--- src/sv/dq_pkg.sv ---
// Shared types and constants for the double-ended queue.
// Holds command codes, status codes and the controller state type.
// No dependencies.
package dq_pkg;

    localparam int DEPTH_DEF = 16;
    localparam int WORD_W    = 32;

    typedef enum logic [1:0] {
        CMD_PUSH_FRONT = 2'd0,
        CMD_PUSH_BACK  = 2'd1,
        CMD_POP_FRONT  = 2'd2,
        CMD_POP_BACK   = 2'd3
    } cmd_t;

    typedef enum logic [1:0] {
        ST_OK    = 2'd0,
        ST_EMPTY = 2'd1,
        ST_FULL  = 2'd2
    } status_t;

    typedef enum logic {
        S_IDLE,
        S_FETCH
    } state_t;

endpackage

--- src/sv/dq_ram.sv ---
// Word store of the deque: one write port, one read port, registered read.
// Depends on dq_pkg for the word width.
module dq_ram
    import dq_pkg::*;
#(
    parameter int DEPTH = DEPTH_DEF,
    localparam int PW   = (DEPTH > 1) ? $clog2(DEPTH) : 1
)
(
    input  logic                     clk,
    input  logic                     we,
    input  logic [PW-1:0]            waddr,
    input  logic signed [WORD_W-1:0] wdata,
    input  logic [PW-1:0]            raddr,
    output logic signed [WORD_W-1:0] rdata
);

    logic signed [WORD_W-1:0] mem [DEPTH];
    logic signed [WORD_W-1:0] rdata_reg;

    always_ff @(posedge clk)
    begin
        if (we)
        begin
            mem[waddr] <= wdata;
        end
    end

    always_ff @(posedge clk)
    begin
        rdata_reg <= mem[raddr];
    end

    assign rdata = rdata_reg;

endmodule

--- src/sv/dq_ctrl.sv ---
// Deque controller: front pointer, count, cached end words and command sequencing.
// Depends on dq_pkg; drives the word store in dq_ram.
module dq_ctrl
    import dq_pkg::*;
#(
    parameter int DEPTH = DEPTH_DEF,
    localparam int PW   = (DEPTH > 1) ? $clog2(DEPTH) : 1,
    localparam int CW   = $clog2(DEPTH + 1)
)
(
    input  logic                     clk,
    input  logic                     rst_n,
    input  logic                     start,
    input  logic [1:0]               cmd,
    input  logic signed [WORD_W-1:0] push_word,
    output logic                     busy,
    output logic                     done,
    output logic signed [WORD_W-1:0] popped_word,
    output logic [1:0]               status,
    output logic [CW-1:0]            occupancy,
    output logic signed [WORD_W-1:0] front_word,
    output logic signed [WORD_W-1:0] back_word,
    output logic                     mem_we,
    output logic [PW-1:0]            mem_waddr,
    output logic signed [WORD_W-1:0] mem_wdata,
    output logic [PW-1:0]            mem_raddr,
    input  logic signed [WORD_W-1:0] mem_rdata
);

    state_t                   state_reg, state_next;
    logic [PW-1:0]            fp_reg, fp_next;
    logic [CW-1:0]            cnt_reg, cnt_next;
    logic signed [WORD_W-1:0] front_reg, front_next;
    logic signed [WORD_W-1:0] back_reg, back_next;
    logic                     fill_front_reg, fill_front_next;
    logic                     done_reg, done_next;
    logic signed [WORD_W-1:0] popped_reg, popped_next;
    status_t                  status_reg, status_next;

    logic          accept;
    logic          is_full;
    logic          is_empty;
    logic          needs_fetch;
    logic [PW-1:0] fp_dec;
    logic [PW-1:0] fp_inc;
    logic [PW-1:0] tail_idx;
    logic [PW-1:0] back2_idx;

    function automatic logic [PW-1:0] wrap_idx(input logic [PW:0] s);
        logic [PW:0] t;
        t = (s >= (PW+1)'(DEPTH)) ? s - (PW+1)'(DEPTH) : s;
        return t[PW-1:0];
    endfunction

    assign accept   = start && (state_reg == S_IDLE);
    assign is_full  = (cnt_reg == CW'(DEPTH));
    assign is_empty = (cnt_reg == '0);

    assign fp_dec    = (fp_reg == '0) ? PW'(DEPTH - 1) : fp_reg - PW'(1);
    assign fp_inc    = (fp_reg == PW'(DEPTH - 1)) ? '0 : fp_reg + PW'(1);
    assign tail_idx  = wrap_idx({1'b0, fp_reg} + (PW+1)'(cnt_reg));
    assign back2_idx = wrap_idx({1'b0, fp_reg} + (PW+1)'(cnt_reg) - (PW+1)'(2));

    // a pop that leaves one or more words must refill one cached end
    assign needs_fetch = accept && cmd[1] && (cnt_reg > CW'(1));

    // next state
    always_comb
    begin
        state_next = state_reg;
        case (state_reg)
            S_IDLE:  state_next = needs_fetch ? S_FETCH : S_IDLE;
            S_FETCH: state_next = S_IDLE;
            default: state_next = S_IDLE;
        endcase
    end

    // outputs of the state machine
    always_comb
    begin
        busy = 1'b0;
        case (state_reg)
            S_IDLE:  busy = 1'b0;
            S_FETCH: busy = 1'b1;
            default: busy = 1'b0;
        endcase
    end

    // datapath and memory requests
    always_comb
    begin
        fp_next         = fp_reg;
        cnt_next        = cnt_reg;
        front_next      = front_reg;
        back_next       = back_reg;
        fill_front_next = fill_front_reg;
        done_next       = 1'b0;
        popped_next     = popped_reg;
        status_next     = status_reg;
        mem_we          = 1'b0;
        mem_waddr       = tail_idx;
        mem_wdata       = push_word;
        mem_raddr       = fp_inc;

        if (state_reg == S_FETCH)
        begin
            if (fill_front_reg)
            begin
                front_next = mem_rdata;
            end
            else
            begin
                back_next = mem_rdata;
            end
            done_next = 1'b1;
        end
        else if (accept)
        begin
            popped_next = '0;
            status_next = ST_OK;
            done_next   = !needs_fetch;
            case (cmd_t'(cmd))
                CMD_PUSH_FRONT:
                begin
                    if (is_full)
                    begin
                        status_next = ST_FULL;
                    end
                    else
                    begin
                        fp_next    = fp_dec;
                        cnt_next   = cnt_reg + CW'(1);
                        mem_we     = 1'b1;
                        mem_waddr  = fp_dec;
                        front_next = push_word;
                        if (is_empty)
                        begin
                            back_next = push_word;
                        end
                    end
                end
                CMD_PUSH_BACK:
                begin
                    if (is_full)
                    begin
                        status_next = ST_FULL;
                    end
                    else
                    begin
                        cnt_next  = cnt_reg + CW'(1);
                        mem_we    = 1'b1;
                        mem_waddr = tail_idx;
                        back_next = push_word;
                        if (is_empty)
                        begin
                            front_next = push_word;
                        end
                    end
                end
                CMD_POP_FRONT:
                begin
                    if (is_empty)
                    begin
                        status_next = ST_EMPTY;
                    end
                    else
                    begin
                        popped_next     = front_reg;
                        fp_next         = fp_inc;
                        cnt_next        = cnt_reg - CW'(1);
                        mem_raddr       = fp_inc;
                        fill_front_next = 1'b1;
                    end
                end
                CMD_POP_BACK:
                begin
                    if (is_empty)
                    begin
                        status_next = ST_EMPTY;
                    end
                    else
                    begin
                        popped_next     = back_reg;
                        cnt_next        = cnt_reg - CW'(1);
                        mem_raddr       = back2_idx;
                        fill_front_next = 1'b0;
                    end
                end
                default:
                begin
                    status_next = ST_OK;
                end
            endcase
        end
    end

    always_ff @(posedge clk or negedge rst_n)
    begin
        if (!rst_n)
        begin
            state_reg <= S_IDLE;
            fp_reg    <= '0;
            cnt_reg   <= '0;
            done_reg  <= 1'b0;
        end
        else
        begin
            state_reg <= state_next;
            fp_reg    <= fp_next;
            cnt_reg   <= cnt_next;
            done_reg  <= done_next;
        end
    end

    always_ff @(posedge clk)
    begin
        front_reg      <= front_next;
        back_reg       <= back_next;
        fill_front_reg <= fill_front_next;
        popped_reg     <= popped_next;
        status_reg     <= status_next;
    end

    assign done        = done_reg;
    assign popped_word = popped_reg;
    assign status      = status_reg;
    assign occupancy   = cnt_reg;
    assign front_word  = is_empty ? '0 : front_reg;
    assign back_word   = is_empty ? '0 : back_reg;

    a_cnt_bound: assert property (@(posedge clk) disable iff (!rst_n)
        cnt_reg <= CW'(DEPTH))
        else $error("count exceeds depth");

    a_fp_bound: assert property (@(posedge clk) disable iff (!rst_n)
        fp_reg <= PW'(DEPTH - 1))
        else $error("front pointer out of range");

    a_fetch_done: assert property (@(posedge clk) disable iff (!rst_n)
        state_reg == S_FETCH |=> done_reg)
        else $error("refill did not deliver a result");

    a_one_result: assert property (@(posedge clk) disable iff (!rst_n)
        accept && !needs_fetch |=> done_reg && state_reg == S_IDLE)
        else $error("command without refill must finish in one cycle");

    a_empty_err: assert property (@(posedge clk) disable iff (!rst_n)
        done_reg && status_reg == ST_EMPTY |-> cnt_reg == '0)
        else $error("empty error with words held");

endmodule

--- src/sv/double_ended_queue.sv ---
// Double-ended queue of signed 32-bit words in a ring buffer of DEPTH entries.
// A command is taken at a rising edge where start is high and busy is low. Each
// command gives exactly one result, shown for one cycle with done high; the
// receiver cannot stall it, so capture it when done is seen. Pushes, refused
// commands, and pops that empty the deque need no fetch; done follows in the
// cycle after the command is taken, and the next command may follow at once.
// A pop that leaves one or more words passes through a fetch state: the word
// store has one registered read port, and the new front or back word is fetched
// through it while busy is high. No clearing pass is needed after reset.
module double_ended_queue
    import dq_pkg::*;
#(
    parameter int DEPTH = DEPTH_DEF,
    localparam int CW   = $clog2(DEPTH + 1)
)
(
    input  logic                     clk,
    input  logic                     rst_n,
    input  logic                     start,
    output logic                     busy,
    input  logic [1:0]               cmd,
    input  logic signed [WORD_W-1:0] push_word,
    output logic                     done,
    output logic signed [WORD_W-1:0] popped_word,
    output logic [1:0]               status,
    output logic [CW-1:0]            occupancy,
    output logic signed [WORD_W-1:0] front_word,
    output logic signed [WORD_W-1:0] back_word
);

    localparam int PW = (DEPTH > 1) ? $clog2(DEPTH) : 1;

    // memory port between controller and word store
    logic                     mem_we;
    logic [PW-1:0]            mem_waddr;
    logic signed [WORD_W-1:0] mem_wdata;
    logic [PW-1:0]            mem_raddr;
    logic signed [WORD_W-1:0] mem_rdata;

    // hold pointer, count and cached end words; sequence each command
    dq_ctrl #(
        .DEPTH (DEPTH)
    ) u_ctrl (
        .clk         (clk),
        .rst_n       (rst_n),
        .start       (start),
        .cmd         (cmd),
        .push_word   (push_word),
        .busy        (busy),
        .done        (done),
        .popped_word (popped_word),
        .status      (status),
        .occupancy   (occupancy),
        .front_word  (front_word),
        .back_word   (back_word),
        .mem_we      (mem_we),
        .mem_waddr   (mem_waddr),
        .mem_wdata   (mem_wdata),
        .mem_raddr   (mem_raddr),
        .mem_rdata   (mem_rdata)
    );

    // store every word held; read data is registered and lands in the cycle after the address
    dq_ram #(
        .DEPTH (DEPTH)
    ) u_ram (
        .clk   (clk),
        .we    (mem_we),
        .waddr (mem_waddr),
        .wdata (mem_wdata),
        .raddr (mem_raddr),
        .rdata (mem_rdata)
    );

endmodule

--- config.mk ---
export PLATFORM = sky130hd
export DESIGN_NAME = double_ended_queue
export DESIGN_NICKNAME = d
export VERILOG_FILES = /design/src/sv/dq_pkg.sv /design/src/sv/dq_ram.sv /design/src/sv/dq_ctrl.sv /design/src/sv/double_ended_queue.sv
export SDC_FILE = /design/constraint.sdc
export NUM_CORES = 1
export LEC_CHECK = 0
export BUFFER_PORTS_ARGS = -buffer_cell sky130_fd_sc_hd__buf_2
export CAP_MARGIN = 20
export CELL_PAD_IN_SITES_DETAIL_PLACEMENT = 1
export CELL_PAD_IN_SITES_GLOBAL_PLACEMENT = 1
export CORE_MARGIN = 3
export CORE_UTILIZATION = 30
export DETAILED_ROUTE_END_ITERATION = 10
export HOLD_SLACK_MARGIN = 0.12
export PLACE_DENSITY_LB_ADDON = 0.1
export SLEW_MARGIN = 20
export SYNTH_ARGS = -nofsm -noshare
export SYNTH_HDL_FRONTEND = slang
export SYNTH_SLANG_ARGS = --single-unit
--- constraint.sdc ---
create_clock -name clk -period 4.53 [get_ports clk]
set_clock_uncertainty 0.05 [all_clocks]
set_input_delay 0.2265 -clock clk [delete_from_list [all_inputs] [get_ports clk]]
set_output_delay 0.2265 -clock clk [all_outputs]
set_load 0.02 [all_outputs]
# [Word level (Yosys, flattened, before mapping)]
# Memory sizes are Yosys's and may differ from the RTL's. A register that Yosys moved wholly into a read port is not among the register bits.
# Index checks and enable logic that the tools add are counted.
[word_totals] reg_bits=110 latch_bits=0 mem_bits_rw=512 romBits=0 input_bits=37 out_inout_bits=105 wordCells=106 n_memories=1
[classes] addsub=8 mul=0 n_div=0 order_cmp=3 eq_ne=16 n_shift=0 muxes=49 bitwise=1 n_reduce_logical=19
[memory_table] memory="u_ram.mem" depth=16 word_bits=32 read_ports=1 rd_clocked_by_memory_dff=1 wr=1 line="dq_ram.sv:18" text="logic signed [WORD_W-1:0] mem [DEPTH];"
[ops] operator="32-bit 2-to-1 mux" count=11
[ops] operator="32-bit case mux with 2 select lines" count=3
[ops] operator="4-bit 2-to-1 mux" count=14
[ops] operator="2-bit != test (second input constant)" count=7
[ops] operator="1-bit 2-to-1 mux" count=12
[ops] operator="6-bit AND reduction" count=2
[ops] operator="4-bit by 1-bit subtractor with 4-bit output (second input constant)" count=3
[ops] operator="5-bit >= comparator (second input constant)" count=2
[ops] operator="5-bit 2-to-1 mux" count=2
[ops] operator="5-bit case mux with 2 select lines" count=1
[ops] operator="5-bit AND reduction" count=2
[ops] operator="4-bit case mux with 2 select lines" count=1
[ops] operator="3-bit by 1-bit != test with 1-bit output (second input constant)" count=2
[ops] operator="3-bit by 2-bit != test with 1-bit output (second input constant)" count=2
[ops] operator="1-bit case mux with 2 select lines" count=3
[ops] operator="2-bit nonzero test" count=3
[ops] operator="4-bit by 5-bit adder with 5-bit output" count=1
[ops] operator="5-bit by 1-bit adder with 5-bit output (second input constant)" count=1
[ops] operator="5-bit == test (second input constant)" count=1
[ops] operator="5-bit by 1-bit greater-than comparator with 1-bit output (second input constant)" count=1
[ops] operator="5-bit zero test" count=1
[ops] operator="5-bit by 1-bit subtractor with 5-bit output (second input constant)" count=1
[ops] operator="5-bit by 2-bit subtractor with 5-bit output (second input constant)" count=1
[ops] operator="4-bit by 1-bit adder with 4-bit output (second input constant)" count=1
[ops] operator="14 further kinds" count=18

# [Depth between registers and ports, before layout]
[logic_depth] ltp_word=8 ltp_mapped=13 depth_no_buf=9

# [Modules after synthesis]
# A second synthesis with hierarchy kept.
[hier_totals] cells_unflattened=1271 hier_area_um2=25443.2
[by_module_without_submodules] module="dq_ram" n_inst=1 cells_per_inst=838 area_each_um2=19835.3 seq_area_each_um2=16015.4
[by_module_without_submodules] module="dq_ctrl" n_inst=1 cells_per_inst=433 area_each_um2=5607.9 seq_area_each_um2=3248.1

# [Worst setup path before layout]
# No wires, ideal clock.
[synth_path] path_kind="reg2reg" start="register u_ctrl.cnt_reg[1], in the netlist u_ctrl.occupancy[1]" end="register u_ctrl.back_reg[0] (enable)" arrival_ns=3.774 path_slack_ns=0.234 stages_incl_launch_ff=6 path_buffers=0 period_less_slack_ns=4.296 cell_sequence="dfrtp_1 inv_1 ha_1 nor4b_4 o21ai_0 o32ai_1"
[synth_between] elab_chain_cells=3 elab_cells_between_ends=6 classes_between="4 x eq/ne; 2 x reduce/logical"
[synth_lines] element="start, declared" line="dq_ctrl.sv:32" text="logic [CW-1:0] cnt_reg, cnt_next;"
[synth_lines] element="start signal, assigned" line="dq_ctrl.sv:210" text="cnt_reg <= cnt_next;"
[synth_lines] element="5-bit == test / 5-bit zero test (equally long branches)" line="dq_ctrl.sv:56, dq_ctrl.sv:57"
[synth_lines] element="3-bit by 2-bit != test with 1-bit output (no source line) / 3-bit by 1-bit != test with 1-bit output (equally long branches)"
[synth_lines] element="6-bit AND reduction (no source line) *"
[synth_lines] element="end signal, assigned" line="dq_ctrl.sv:218" text="back_reg <= back_next;"
[synth_lines] element="end, declared" line="dq_ctrl.sv:34" text="logic signed [WORD_W-1:0] back_reg, back_next;"
# Mark *: on every way between the ends. The rest lies on a longest branch, timed or not.
# A chain may end at the register's enable or synchronous reset.

# [Worst setup path after layout]
[layout_path] start="register u_ctrl.cnt_reg[1], in the netlist u_ctrl.occupancy[1]" end="memory u_ram.mem[9][5] (enable)"
[layout_between] elab_chain_cells=7 elab_cells_between_ends=15 classes_between="2 x add/sub; 1 x order compare; 1 x eq/ne; 11 x mux"
[layout_lines] element="4-bit by 5-bit adder with 5-bit output / 5-bit == test (equally long branches)" line="dq_ctrl.sv:61, dq_ctrl.sv:56"
[layout_lines] element="4-bit by 1-bit subtractor with 4-bit output, or another cell as far along" line="dq_ctrl.sv:51" text="t = (s >= (PW+1)'(DEPTH)) ? s - (PW+1)'(DEPTH) : s;"
[layout_lines] element="4-bit 2-to-1 mux / 1-bit 2-to-1 mux (equally long branches)"
[layout_lines] element="4-bit 2-to-1 mux / 1-bit 2-to-1 mux (equally long branches)" line="dq_ctrl.sv:125, dq_ctrl.sv:117"
[layout_lines] element="4-bit 2-to-1 mux / 1-bit 2-to-1 mux (equally long branches)"
[layout_lines] element="4-bit 2-to-1 mux / 1-bit 2-to-1 mux (equally long branches)" line="dq_ctrl.sv:117, dq_ram.sv:23"
[layout_lines] element="4-bit 2-to-1 mux / 1-bit 2-to-1 mux (equally long branches)" line="dq_ctrl.sv:105, dq_ram.sv:25"
[layout_lines] element="end, declared" line="dq_ram.sv:18"
# Parallel ways exist; a longest one is shown, timed or not.

==> metrics <==
Hold Vio Cnt, Final 0; I/O pin count 142; CP arrival 4.10 ns; grt ovf 0; worst path required time 4.78 ns; # fillers 9034; Layout area overhead 19.8%; ys async rst share 0.0168; clock-pin slew on the worst setup and hold paths 0.06 ns; EDFF count, synth 611; register bit total from synthesis 654; drt pass-1 iters 4; met3 WL 3.78 mm; RR Startpoint u_ctrl.occupancy[1]; starting density of the core 0.303; nature of the critical path endpoint flip-flop; setup violators final 0; DRC viols 0; wl on met1 37.1 mm; Setup crit start kind flip-flop; post-synthesis cell count 1916; Post-layout nets 2168; status finished, final reports clean; critical path type flip-flop to flip-flop; Post-DRT Antenna Nets 0; R2R cell count 10; Area contributors post-synth edfxtp_1 70%, nor2_1 4.5%, mux2_2 3.0%; Bufs on Longest Clock Path 3; Slew @ Worst Pin 0.935 ns; Synth Flop Type edfxtp_1; net count of the mapped netlist 1963; placed cell area 28800 um2; Total GRT Usage 0.171; H-tree depth 3; I/O Buffers 141; Place WS 0.662 ns; post-route minimum period 3.85 ns; Worst Path Max Fanout 14; Slew Limit Fails 0; r2r endpoint u_ram.mem[9][5]; syn avg cell area 13.7 um2; Fin Setup TNS 0 ns; row count 108; Synth Warn # 0; Power Dens Cells 725 nW/um2; CTS root buf clkbuf_16; DR iter-0 viols 926; total number of vias 16200; vias in the first global route 16900; CTS tree yes; Yosys top cell by area edfxtp_1; Max Used Layer met5; first-pass GRT wire length 115 mm; Met2 Wirelength 36.1 mm; RSZ-0062 raised after global routing false; Die Y 302 um; CTS Sinks 654; clk_lat worst skew 0.62 ns; worst setup path start u_ctrl.occupancy[1]; ANT cells 0; Core Util, Final 0.363; Worst Hold Class input port to flip-flop; Post-Syn Area 26300 um2; Largest Register u_ram.mem; register area share after synthesis 0.732; Slew headroom 0.377; worst reg-to-reg setup slack 0.68 ns; fmax 260 MHz; TritonCTS Buffers 74; pin count of the biggest net entering global routing 68; post-route cell area 31500 um2; final period utilization 0.850; max FFs per register 512; drt total wl 78.4 mm; LEAKAGE 0.0109 uW; peak supply drop 0.569 mV; max_cap viols 0; Synth top area share 0.697; core area 86900 um2; count of different cell masters after synthesis 59; vias per inst 4.85; DIE AREA 91300 um2; Wirelength per Cell 23.5 um; Post-DP HPWL 50.2 mm; gp weighted congestion 0.812; antenna violations before repair 3; layout cells sized above 1 0.196; DIE WIDTH 302 um; Critical path destination u_ram.mem[9][5]; PnR worst setup slack 0.680 ns; post-CTS setup buffer count 0
cell families after synthesis:
logic type | share of synthesized area
compound gates | 0.0895
simple gates | 0.107
flops | 0.732
mux | 0.0303
xor+xnor | 0.00466
buf+inv | 0.0320
fa+ha+maj | 0.00504
through the flow:
step / instances / total power [uW] / hold WS (ns)
after floorplan: 1916 / 13400 / -0.119
after global placement: 3165 / 17100 / 0.0760
after detailed placement: 3165 / 17200 / 0.0767
after CTS: 3337 / 23200 / 0.132
after global routing: 3337 / 24300 / 0.193
final: 3337 / 22900 / 0.168
where the power goes:
part	internal [uW]	total (uW)	leakage [uW]	switching, uW
clock	3450	5890	0.00117	2450
combinational	2810	9180	0.00374	6380
sequential	7520	7790	0.00595	273
total	13800	22900	0.0109	9100
cells in the final DEF (no fill, tap or decap), types with 3 or more instances in the layout:
cell type        n
edfxtp_1       611
nor2_1         301
nand2_1        148
buf_2          141
a21oi_1        106
and2_1          98
o21ai_0         82
clkbuf_16       76
inv_1           70
mux2_2          69
a32oi_1         62
buf_4           47
dlygate4sd3_1   35
nand4_1         33
o22ai_1         33
dfxtp_1         32
o41ai_1         20
buf_12          18
o21ai_1         17
clkinv_1        17
nor2_4          16
clkbuf_1        15
clkinv_2        14
o41ai_2         12
dfrtp_1         10
ha_1             9
xnor2_1          8
xor2_1           6
bufinv_16        6
nand3_1          5
nand2b_1         5
nor3_1           4
a21o_1           3
o211ai_1         3
nor2b_1          3
inv_6            3
synthesized netlist by cell type, types with 7 or more instances:
cell type  number
dfxtp_1        32
ha_1            9
nand2_1       148
o41ai_1        20
a21oi_1       106
buf_2          28
nor2_1        317
buf_6           9
nand4_1        33
buf_4          11
buf_1           7
dfrtp_1        11
a32oi_1        63
xnor2_1         8
o21ai_1        17
clkbuf_1       56
o22ai_1        33
inv_1          70
o41ai_2        12
and2_1         99
o21ai_0        82
edfxtp_1      611
mux2_2         69
worst min-delay path by stage:
stage | end | slack (ns) | depth (start not counted) | start
2_1_floorplan | u_ctrl.done | -0.12 | 0 | rst_n
3_3_place_gp | u_ctrl.done | 0.08 | 1 | rst_n
3_5_place_dp | u_ctrl.done | 0.08 | 1 | rst_n
4_1_cts | u_ctrl.fp_reg[0] | 0.13 | 4 | cmd[1]
5_1_grt | u_ctrl.fp_reg[0] | 0.19 | 4 | cmd[1]
6_report | u_ctrl.fp_reg[0] | 0.17 | 4 | cmd[1]
per-layer routing:
metal	up-vias	GRT usage
met5	-	0
met4	2	0.0433
met3	94	0.0299
met2	329	0.276
met1	8268	0.238
li1	7489	-
critical path, stage by stage, from the launching register on:
cell and delay (ns):
dfrtp_1 0.50, inv_1 0.15, ha_1 0.23, nor4bb_1 0.16
or3_1 0.44, nor2_1 0.49, nand3_1 0.19, o21ai_0 0.18
nand2_1 0.30, nor2_4 0.50, buf_4 0.34
final cells by class:
class	count	area (um2)	share of cell area
clock buffers	92	1970	0.0625
well taps	1155	1450	0.0458
multi-input cells	1080	6430	0.204
inverters	70	263	0.00833
repair buffers	241	1770	0.0561
clock inverters	45	402	0.0127
flip-flops and latches	654	19300	0.611
what timing repair did:
| action | in CTS | in global routing |
|---|---|---|
| hold endpoints to repair | 524 | 0 |
| gates resized for setup | 0 | 0 |
| hold buffers | 35 | 0 |
No activity file was read; power rests on OpenSTA's default activity.
